**src/rtl/core/grs_pkg.sv**
```systemverilog
// ----------------------------------------------------------------------------
// grs_pkg
// shared types and constants for the group reverse stream block
// ----------------------------------------------------------------------------
package grs_pkg;

    localparam int MAX_GROUP = 16;
    localparam int DATA_W    = 32;
    localparam int GS_W      = 5;
    localparam int ADDR_W    = (MAX_GROUP > 1) ? $clog2(MAX_GROUP) : 1;
    localparam int CNT_W     = $clog2(MAX_GROUP + 1);
    localparam int NUM_BANKS = 2;
    localparam int BANK_W    = 1;
    localparam int MEM_AW    = ADDR_W + BANK_W;
    localparam int CMD_DEPTH = 2;
    localparam int CMD_AW    = $clog2(CMD_DEPTH);
    localparam int CMD_CW    = $clog2(CMD_DEPTH + 1);
    localparam int OUT_DEPTH = 4;
    localparam int OQ_AW     = $clog2(OUT_DEPTH);
    localparam int OQ_CW     = $clog2(OUT_DEPTH + 1);

    localparam logic [GS_W-1:0] GS_RESET = GS_W'(2);

    typedef struct packed {
        logic signed [DATA_W-1:0] item_value;
        logic                     is_final;
    } t_grs_in;

    typedef struct packed {
        logic signed [DATA_W-1:0] out_value;
        logic                     out_final;
    } t_grs_out;

    // one finished group handed from the front to the back
    typedef struct packed {
        logic [BANK_W-1:0] bank;
        logic [CNT_W-1:0]  count;
        logic              reverse;
        logic              last;
    } t_grs_cmd;

    // back tells the front a bank has been fully read
    typedef struct packed {
        logic              valid;
        logic [BANK_W-1:0] bank;
    } t_grs_rel;

    function automatic logic [CNT_W-1:0] grs_eff_group(input logic [GS_W-1:0] gs);
        int g;
        g = int'(gs);
        if (g < 1) g = 1;
        if (g > MAX_GROUP) g = MAX_GROUP;
        return CNT_W'(g);
    endfunction

endpackage

```
**src/rtl/core/grs_ram.sv**
```systemverilog
// ----------------------------------------------------------------------------
// grs_ram
// simple dual port ram, one write and one registered read port
// ----------------------------------------------------------------------------
module grs_ram #(
    parameter int DATA_W = 32,
    parameter int ADDR_W = 5
) (
    input  logic              i_clk,
    input  logic              i_wr_en,
    input  logic [ADDR_W-1:0] i_wr_addr,
    input  logic [DATA_W-1:0] i_wr_data,
    input  logic              i_rd_en,
    input  logic [ADDR_W-1:0] i_rd_addr,
    output logic [DATA_W-1:0] o_rd_data
);

    logic [DATA_W-1:0] r_mem [2**ADDR_W];
    logic [DATA_W-1:0] r_rd_data;

    always_ff @(posedge i_clk) begin
        if (i_wr_en) begin
            r_mem[i_wr_addr] <= i_wr_data;
        end
    end

    always_ff @(posedge i_clk) begin
        if (i_rd_en) begin
            r_rd_data <= r_mem[i_rd_addr];
        end
    end

    assign o_rd_data = r_rd_data;

endmodule

```
**src/rtl/core/grs_cmd_fifo.sv**
```systemverilog
// ----------------------------------------------------------------------------
// grs_cmd_fifo
// short queue of group commands between front and back
// ----------------------------------------------------------------------------
module grs_cmd_fifo import grs_pkg::*; (
    input  logic     i_clk,
    input  logic     i_rst_n,
    input  logic     i_push,
    input  t_grs_cmd i_cmd,
    output logic     o_full,
    input  logic     i_pop,
    output logic     o_empty,
    output t_grs_cmd o_cmd
);

    t_grs_cmd            r_q [CMD_DEPTH];
    logic [CMD_AW-1:0]   r_wp, n_wp;
    logic [CMD_AW-1:0]   r_rp, n_rp;
    logic [CMD_CW-1:0]   r_cnt, n_cnt;
    logic                push_ok;
    logic                pop_ok;

    assign o_full  = (r_cnt == CMD_CW'(CMD_DEPTH));
    assign o_empty = (r_cnt == '0);
    assign o_cmd   = r_q[r_rp];
    assign push_ok = i_push && !o_full;
    assign pop_ok  = i_pop && !o_empty;

    always_comb begin
        n_wp  = r_wp;
        n_rp  = r_rp;
        n_cnt = r_cnt;
        if (push_ok) begin
            n_wp = (r_wp == CMD_AW'(CMD_DEPTH - 1)) ? '0 : r_wp + 1'b1;
        end
        if (pop_ok) begin
            n_rp = (r_rp == CMD_AW'(CMD_DEPTH - 1)) ? '0 : r_rp + 1'b1;
        end
        if (push_ok && !pop_ok) begin
            n_cnt = r_cnt + 1'b1;
        end else if (pop_ok && !push_ok) begin
            n_cnt = r_cnt - 1'b1;
        end
    end

    always_ff @(posedge i_clk) begin
        if (!i_rst_n) begin
            r_wp  <= '0;
            r_rp  <= '0;
            r_cnt <= '0;
        end else begin
            r_wp  <= n_wp;
            r_rp  <= n_rp;
            r_cnt <= n_cnt;
        end
    end

    always_ff @(posedge i_clk) begin
        if (push_ok) begin
            r_q[r_wp] <= i_cmd;
        end
    end

endmodule

```
**src/rtl/core/grs_front.sv**
```systemverilog
// ----------------------------------------------------------------------------
// grs_front
// accepts items, fills the current bank and closes groups into commands
// ----------------------------------------------------------------------------
module grs_front import grs_pkg::*; (
    input  logic              i_clk,
    input  logic              i_rst_n,
    input  logic              i_cfg_we,
    input  logic [GS_W-1:0]   i_cfg_wdata,
    input  logic              i_push,
    input  t_grs_in           i_in,
    output logic              o_full,
    input  t_grs_rel          i_rel,
    output logic              o_wr_en,
    output logic [MEM_AW-1:0] o_wr_addr,
    output logic [DATA_W-1:0] o_wr_data,
    output logic              o_cmd_push,
    output t_grs_cmd          o_cmd
);

    logic [GS_W-1:0]      r_group_size;
    logic [CNT_W-1:0]     r_fill, n_fill;
    logic [BANK_W-1:0]    r_bank, n_bank;
    logic [NUM_BANKS-1:0] r_busy, n_busy;
    logic                 accept;
    logic [CNT_W-1:0]     count_next;
    logic [CNT_W-1:0]     group;
    logic                 reverse;
    logic                 emit;

    // a bank still being drained by the back cannot take new items
    assign o_full     = r_busy[r_bank];
    assign accept     = i_push && !o_full;
    assign group      = grs_eff_group(r_group_size);
    assign count_next = r_fill + 1'b1;
    assign reverse    = (count_next >= group);
    assign emit       = accept && (reverse || i_in.is_final);

    assign o_wr_en    = accept;
    assign o_wr_addr  = {r_bank, r_fill[ADDR_W-1:0]};
    assign o_wr_data  = i_in.item_value;

    assign o_cmd_push    = emit;
    assign o_cmd.bank    = r_bank;
    assign o_cmd.count   = count_next;
    assign o_cmd.reverse = reverse;
    assign o_cmd.last    = i_in.is_final;

    always_comb begin
        n_fill = r_fill;
        n_bank = r_bank;
        n_busy = r_busy;
        if (i_rel.valid) begin
            n_busy[i_rel.bank] = 1'b0;
        end
        if (emit) begin
            n_busy[r_bank] = 1'b1;
            n_bank         = r_bank + 1'b1;
            n_fill         = '0;
        end else if (accept) begin
            n_fill = count_next;
        end
    end

    always_ff @(posedge i_clk) begin
        if (!i_rst_n) begin
            r_group_size <= GS_RESET;
            r_fill       <= '0;
            r_bank       <= '0;
            r_busy       <= '0;
        end else begin
            if (i_cfg_we) begin
                r_group_size <= i_cfg_wdata;
            end
            r_fill <= n_fill;
            r_bank <= n_bank;
            r_busy <= n_busy;
        end
    end

endmodule

```
**src/rtl/core/grs_back.sv**
```systemverilog
// ----------------------------------------------------------------------------
// grs_back
// reads a finished group out of its bank in order or reversed
// and queues the results for the receiver
// ----------------------------------------------------------------------------
module grs_back import grs_pkg::*; (
    input  logic              i_clk,
    input  logic              i_rst_n,
    input  logic              i_cmd_empty,
    output logic              o_cmd_pop,
    input  t_grs_cmd          i_cmd,
    output logic              o_rd_en,
    output logic [MEM_AW-1:0] o_rd_addr,
    input  logic [DATA_W-1:0] i_rd_data,
    output t_grs_rel          o_rel,
    output logic              o_empty,
    input  logic              i_pop,
    output t_grs_out          o_out
);

    logic              r_active;
    t_grs_cmd          r_cmd;
    logic [CNT_W-1:0]  r_k;
    logic              r_rd_valid;
    logic              r_rd_final;
    t_grs_out          r_q [OUT_DEPTH];
    logic [OQ_AW-1:0]  r_wp, n_wp;
    logic [OQ_AW-1:0]  r_rp, n_rp;
    logic [OQ_CW-1:0]  r_cnt, n_cnt;
    logic [OQ_CW-1:0]  occ;
    logic              issue;
    logic              last_k;
    logic [CNT_W-1:0]  idx;
    logic              pop_ok;

    // count the read in flight so the queue can never overflow
    assign occ       = r_cnt + OQ_CW'(r_rd_valid);
    assign issue     = r_active && (occ < OQ_CW'(OUT_DEPTH));
    assign last_k    = (r_k == r_cmd.count - 1'b1);
    assign idx       = r_cmd.reverse ? (r_cmd.count - 1'b1 - r_k) : r_k;
    assign o_cmd_pop = !r_active && !i_cmd_empty;
    assign o_rd_en   = issue;
    assign o_rd_addr = {r_cmd.bank, idx[ADDR_W-1:0]};
    assign o_rel.valid = issue && last_k;
    assign o_rel.bank  = r_cmd.bank;

    assign o_empty = (r_cnt == '0);
    assign o_out   = r_q[r_rp];
    assign pop_ok  = i_pop && !o_empty;

    always_ff @(posedge i_clk) begin
        if (!i_rst_n) begin
            r_active   <= 1'b0;
            r_k        <= '0;
            r_rd_valid <= 1'b0;
        end else begin
            r_rd_valid <= issue;
            if (o_cmd_pop) begin
                r_active <= 1'b1;
                r_k      <= '0;
            end else if (issue) begin
                if (last_k) begin
                    r_active <= 1'b0;
                end
                r_k <= r_k + 1'b1;
            end
        end
    end

    always_ff @(posedge i_clk) begin
        if (o_cmd_pop) begin
            r_cmd <= i_cmd;
        end
        if (issue) begin
            r_rd_final <= r_cmd.last && last_k;
        end
    end

    always_comb begin
        n_wp  = r_wp;
        n_rp  = r_rp;
        n_cnt = r_cnt;
        if (r_rd_valid) begin
            n_wp = (r_wp == OQ_AW'(OUT_DEPTH - 1)) ? '0 : r_wp + 1'b1;
        end
        if (pop_ok) begin
            n_rp = (r_rp == OQ_AW'(OUT_DEPTH - 1)) ? '0 : r_rp + 1'b1;
        end
        if (r_rd_valid && !pop_ok) begin
            n_cnt = r_cnt + 1'b1;
        end else if (pop_ok && !r_rd_valid) begin
            n_cnt = r_cnt - 1'b1;
        end
    end

    always_ff @(posedge i_clk) begin
        if (!i_rst_n) begin
            r_wp  <= '0;
            r_rp  <= '0;
            r_cnt <= '0;
        end else begin
            r_wp  <= n_wp;
            r_rp  <= n_rp;
            r_cnt <= n_cnt;
        end
    end

    always_ff @(posedge i_clk) begin
        if (r_rd_valid) begin
            r_q[r_wp].out_value <= i_rd_data;
            r_q[r_wp].out_final <= r_rd_final;
        end
    end

endmodule

```
**src/rtl/core/group_reverse_stream_top.sv**
```systemverilog
// ----------------------------------------------------------------------------
// group_reverse_stream_top
// reverses a stream of signed values in groups of a configurable size
// ----------------------------------------------------------------------------
// input side is a queue write port: an item (value plus final mark) is taken
// when i_push is high and o_full is low. results come out of a queue read
// port: o_out is valid while o_empty is low and leaves on i_pop.
// i_cfg_we / i_cfg_wdata set the group size (0 acts as 1, above 16 as 16);
// write it only while no results are pending.
// items fill one of two 16-entry banks of a ram; a full group, or the final
// item, closes the bank and the back reads it out while the front fills the
// other bank. a closed group goes through the command queue, the ram read
// register and the output queue; results then leave one per cycle while the
// output queue has room, with a pause between groups. o_full is high while
// the bank to be filled is still being drained. the back spends longer on a
// group than the front takes to fill one, so a steady stream of items sees
// o_full once per group, and for longer when the receiver stalls on i_pop.
// a 4-entry output queue sits in front of the receiver, so a stall never
// loses data. reset empties all queues and sets group size to 2; ram content
// is left as is and never read before being written.
// ----------------------------------------------------------------------------
module group_reverse_stream_top import grs_pkg::*; (
    input  logic            i_clk,
    input  logic            i_rst_n,
    input  logic            i_cfg_we,
    input  logic [GS_W-1:0] i_cfg_wdata,
    input  logic            i_push,
    input  t_grs_in         i_in,
    output logic            o_full,
    output logic            o_empty,
    input  logic            i_pop,
    output t_grs_out        o_out
);

    logic              wr_en;
    logic [MEM_AW-1:0] wr_addr;
    logic [DATA_W-1:0] wr_data;
    logic              rd_en;
    logic [MEM_AW-1:0] rd_addr;
    logic [DATA_W-1:0] rd_data;
    logic              cmd_push;
    t_grs_cmd          cmd_in;
    logic              cmd_full;
    logic              cmd_pop;
    logic              cmd_empty;
    t_grs_cmd          cmd_out;
    t_grs_rel          rel;

    grs_front u_front (
        .i_clk       (i_clk),
        .i_rst_n     (i_rst_n),
        .i_cfg_we    (i_cfg_we),
        .i_cfg_wdata (i_cfg_wdata),
        .i_push      (i_push),
        .i_in        (i_in),
        .o_full      (o_full),
        .i_rel       (rel),
        .o_wr_en     (wr_en),
        .o_wr_addr   (wr_addr),
        .o_wr_data   (wr_data),
        .o_cmd_push  (cmd_push),
        .o_cmd       (cmd_in)
    );

    grs_ram #(
        .DATA_W (DATA_W),
        .ADDR_W (MEM_AW)
    ) u_ram (
        .i_clk     (i_clk),
        .i_wr_en   (wr_en),
        .i_wr_addr (wr_addr),
        .i_wr_data (wr_data),
        .i_rd_en   (rd_en),
        .i_rd_addr (rd_addr),
        .o_rd_data (rd_data)
    );

    grs_cmd_fifo u_cmd_fifo (
        .i_clk   (i_clk),
        .i_rst_n (i_rst_n),
        .i_push  (cmd_push),
        .i_cmd   (cmd_in),
        .o_full  (cmd_full),
        .i_pop   (cmd_pop),
        .o_empty (cmd_empty),
        .o_cmd   (cmd_out)
    );

    grs_back u_back (
        .i_clk       (i_clk),
        .i_rst_n     (i_rst_n),
        .i_cmd_empty (cmd_empty),
        .o_cmd_pop   (cmd_pop),
        .i_cmd       (cmd_out),
        .o_rd_en     (rd_en),
        .o_rd_addr   (rd_addr),
        .i_rd_data   (rd_data),
        .o_rel       (rel),
        .o_empty     (o_empty),
        .i_pop       (i_pop),
        .o_out       (o_out)
    );

`ifndef SYNTHESIS
    a_cmd_no_overflow: assert property (@(posedge i_clk) disable iff (!i_rst_n)
        !(cmd_push && cmd_full))
        else $error("group command pushed into a full queue");

    a_bank_no_clash: assert property (@(posedge i_clk) disable iff (!i_rst_n)
        (cmd_push && rel.valid) |-> (cmd_in.bank != rel.bank))
        else $error("bank closed and released in the same cycle");

    a_cmd_visible: assert property (@(posedge i_clk) disable iff (!i_rst_n)
        cmd_push |=> !cmd_empty)
        else $error("pushed group command not visible to the back");
`endif

endmodule

```
**config.mk**
```make
export PLATFORM = sky130hd
export DESIGN_NAME = group_reverse_stream_top
export DESIGN_NICKNAME = d
export VERILOG_FILES = /design/src/rtl/core/grs_pkg.sv /design/src/rtl/core/grs_ram.sv /design/src/rtl/core/grs_cmd_fifo.sv /design/src/rtl/core/grs_front.sv /design/src/rtl/core/grs_back.sv /design/src/rtl/core/group_reverse_stream_top.sv
export SDC_FILE = /design/constraint.sdc
export NUM_CORES = 1
export LEC_CHECK = 0
export ABC_CLOCK_PERIOD_IN_PS = 4700
export BUFFER_PORTS_ARGS = -buffer_cell sky130_fd_sc_hd__buf_2
export CORE_MARGIN = 2
export CORE_UTILIZATION = 25
export DETAILED_ROUTE_END_ITERATION = 8
export PLACE_DENSITY_LB_ADDON = 0.25
export SYNTH_ARGS = -nofsm -noshare
export SYNTH_HDL_FRONTEND = slang
export SYNTH_HIERARCHICAL = 1
export SYNTH_SLANG_ARGS = --single-unit
```
**constraint.sdc**
```tcl
create_clock -name i_clk -period 4.7 [get_ports i_clk]
set_clock_uncertainty 0.05 [all_clocks]
set_input_delay 1.41 -clock i_clk [delete_from_list [all_inputs] [get_ports i_clk]]
set_output_delay 1.41 -clock i_clk [all_outputs]
set_load 0.05 [all_outputs]
```
==> impl_metrics.csv <==
group,metric,value,unit
run_status,status,"finished, final reports clean",
sta,grt_setup_unrepaired,"no",
synthesis,avgSynthCellArea,17.8,um^2
synthesis,synth_top_area_frac,0.748,
sta,fin_crit,3.94,ns
min_path,hp-class,"reg -> reg",
global_routing,grt_max_degree,60,
route,wl,133000,um
placed_design,port_buffers,77,
clocking,cts_buffer_depth,3,
route,wl_per_cell,24.1,um
synthesis,netlist_top_cells_count,"edfxtp_1, mux2i_1, nand2_1, nand3_1, a21oi_1",
synthesis,ys_ff_latch,1247,
setup_path,critical_path_class,"reg -> out",
route,vias_per_cell,4.54,
clocking,cts_setup_buffers,0,
die,dieArea,198000,um^2
power,comb_power_share,0.303,
layout,drive_gt1_frac,0.160,
sta,worst_pin_slew,1.04,ns
sta,timing.hold.ws,0.474,ns
power,peakVddDrop,0.000412,V
power,powerDensity,604,nW/um^2
sta,final.setup.tns,0,ns
power,p_seq_frac,0.396,
global_routing,grt_pass1_vias,25400,
setup_path,arrival,2.48,ns
clocking,cts_buffers,138,
route,ant_nets,0,
global_routing,grt_pass1_wl,189000,um
synthesis,yosysWarnings,6,
synthesis,syn_area,48700,um^2
clocking,cts_sinks,1247,
setup_path,cp_slowest_cell,"dfxtp_2",
layout,n_fill_cell,19000,
setup_path,rr_worst_depth,11,
power,total_power,34.6,mW
synthesis,synthCells,2733,
placed_design,routabilityCongestion,0.737,
layout,regArea,37100,um^2
flow_run,cap_viol_max_count,0,
die,dieHeight,445,um
setup_path,cp.required,3.24,ns
power,p_leak,18.8,nW
sta,report.final.slew_viol_count,0,
setup_path,path_max_fanout,33,
global_routing,grt-ovfl-total,0,
clocking,h-tree-depth,4,
die,initial_core_util,0.251,
layout,synthToLayoutAreaGrowth,17.5,%
setup_path,end_kind,"output pin",
sta,max_freq,254,MHz
synthesis,synth-seq-area-share,0.762,
power,swShare,0.335,
route,vias,25100,
sta,relSlewSlack,0.304,
synthesis,synth-edff-count,1213,
synthesis,yosys.area.top_type,"edfxtp_1",
power,internal_power,23.0,mW
die,rows,162,
route,drc_errors,0,
setup_path,crit_path_start_kind,"register",
die,ios,78,
clocking,root_buffer,"clkbuf_16",
power,switchingPower,11.6,mW
layout,layout.nets,2940,
die,core,194000,um^2
clocking,worstSkewPairLatency,0.78,ns
placed_design,hpwlAfterDp,79600,um
synthesis,synthFlopType,"edfxtp_1",
global_routing,antenna_found_initial,14,
synthesis,synth_cell_types,54,
setup_path,crit_path_max_incr_delay,0.94,ns
route,drt_iter0_drc,1921,
clocking,clk_pin_slew,0.06,ns
clocking,cts.repair.resized,0,
power,power_frac_clock,0.301,
global_routing,globalRouteTotalUtil,0.133,
route,drt_pre_antenna_iters,7,
synthesis,synth.most_common_cell,"edfxtp_1",
layout,multi_input_area,10700,um^2
clocking,hold_buffers,0,
die,die_w,445,um
setup_path,path_cells,"mux4_2, buf_2",
synthesis,async_reset_ff_frac,0,
min_path,min_path_cells,2,
sta,finalHoldViolCount,0,
synthesis,ys_top_cells_by_area,"edfxtp_1, mux2i_1, mux4_2",
synthesis,synth_fp_nets,2796,
sta,setup_viol,0,
clocking,cts_tree,"done",
sta,fin_crit_sh,0.838,
path summary, 6_finish.rpt:
kind	endpoint	from	slack, ns
worst max-delay path	o_out[19]	register	0.76
worst min-delay path	u_front/r_busy[1]$_SDFF_PN0_	u_front/r_busy[1]$_SDFF_PN0_	0.47
worst max register to register	u_ram/o_rd_data[13]$_DFFE_PP_	u_back/r_cmd[2]$_DFFE_PP_	0.88
worst min register to register	u_front/r_busy[1]$_SDFF_PN0_	u_front/r_busy[1]$_SDFF_PN0_	0.47
routing by layer:
metal,share of wire,GRT usage,up-vias
li1,-,-,11100
met5,0.00031,0,-
met2,0.48,0.216,608
met3,0.047,0.0245,184
met1,0.45,0.181,13200
met4,0.022,0.0368,6
critical path, delay by kind of cell, from the launching register on:
kind,cells,cell delay (ns)
mux,1,0.48
buf+inv,1,0.24
flops,1,0.94
cells by family (layout without fill, tap and decap cells):
group | count (synthesis) | after routing | synth area share
AO/OA/AOI/OAI | 320 | 320 | 0.0446
XOR/XNOR | 24 | 24 | 0.00431
adder cells (fa/ha/maj) | 20 | 20 | 0.00544
buffers and inverters | 203 | 455 | 0.0249
flip-flops | 1247 | 1247 | 0.762
multiplexers | 566 | 566 | 0.125
other | 0 | 2 | 0
AND/OR/NAND/NOR | 353 | 353 | 0.0341
state kept, by name, summed over array words and instances, names as in the netlist, 2 cells and up, named ones only:
register,count
u_back/r_rp,2
u_cmd_fifo/r_q,16
u_ram/o_rd_data,32
u_back/r_k,5
u_ram/r_mem,1024
u_front/r_fill,5
u_cmd_fifo/r_cnt,2
u_front/r_group_size,5
u_back/r_wp,2
u_back/r_cmd,7
u_back/r_q,132
u_back/r_cnt,3
u_front/r_busy,2
stage by stage:
| step | util | cells | cell area (um^2) | setup slack, ns |
|---|---|---|---|---|
| after detailed placement | 0.272 | 5279 | 52900 | 0.767 |
| after global routing | 0.295 | 5527 | 57300 | 0.577 |
| after global placement | 0.272 | 5279 | 52900 | 0.695 |
| after CTS | 0.295 | 5527 | 57300 | 0.571 |
| final | 0.295 | 5529 | 57300 | 0.762 |
| after floorplan | - | 2733 | 48700 | 0.644 |
cell usage in the layout, fill, tap and decap left out, drive strengths merged, types with 11 or more instances in the layout:
master | netlist | final
xnor2 | 13 | 13
clkbuf | 55 | 169
mux4 | 33 | 33
nand3 | 105 | 105
ha | 18 | 18
clkinv | 1 | 59
edfxtp | 1213 | 1213
buf | 127 | 186
a31oi | 34 | 34
a21oi | 104 | 104
nor3 | 38 | 38
inv | 20 | 30
mux2i | 525 | 525
dfxtp | 34 | 34
a22oi | 96 | 96
nor2 | 58 | 58
nand2 | 107 | 107
xor2 | 11 | 11
a22o | 64 | 64
power by group through the flow:
stage          registers, mW  logic, mW  clock network (mW)
6_report                13.7       10.5                10.4
5_1_grt                 13.7       11.2                11.1
4_1_cts                 13.7       10.6                10.7
3_5_place_dp            13.9       10.6                   0
3_3_place_gp            13.9       10.6                   0
2_1_floorplan           13.4       7.22                   0
cell type report:
| cell class | count | share of cell area |
|---|---|---|
| inverters | 21 | 0.00138 |
| flip-flops and latches | 1247 | 0.648 |
| repair buffers | 186 | 0.0328 |
| multi-input cells | 1283 | 0.187 |
| diodes | 2 | 0.0000874 |
| clock inverters | 79 | 0.0123 |
| clock buffers | 169 | 0.0632 |
| well taps | 2542 | 0.0555 |
Power figures use the tool's default switching activity.
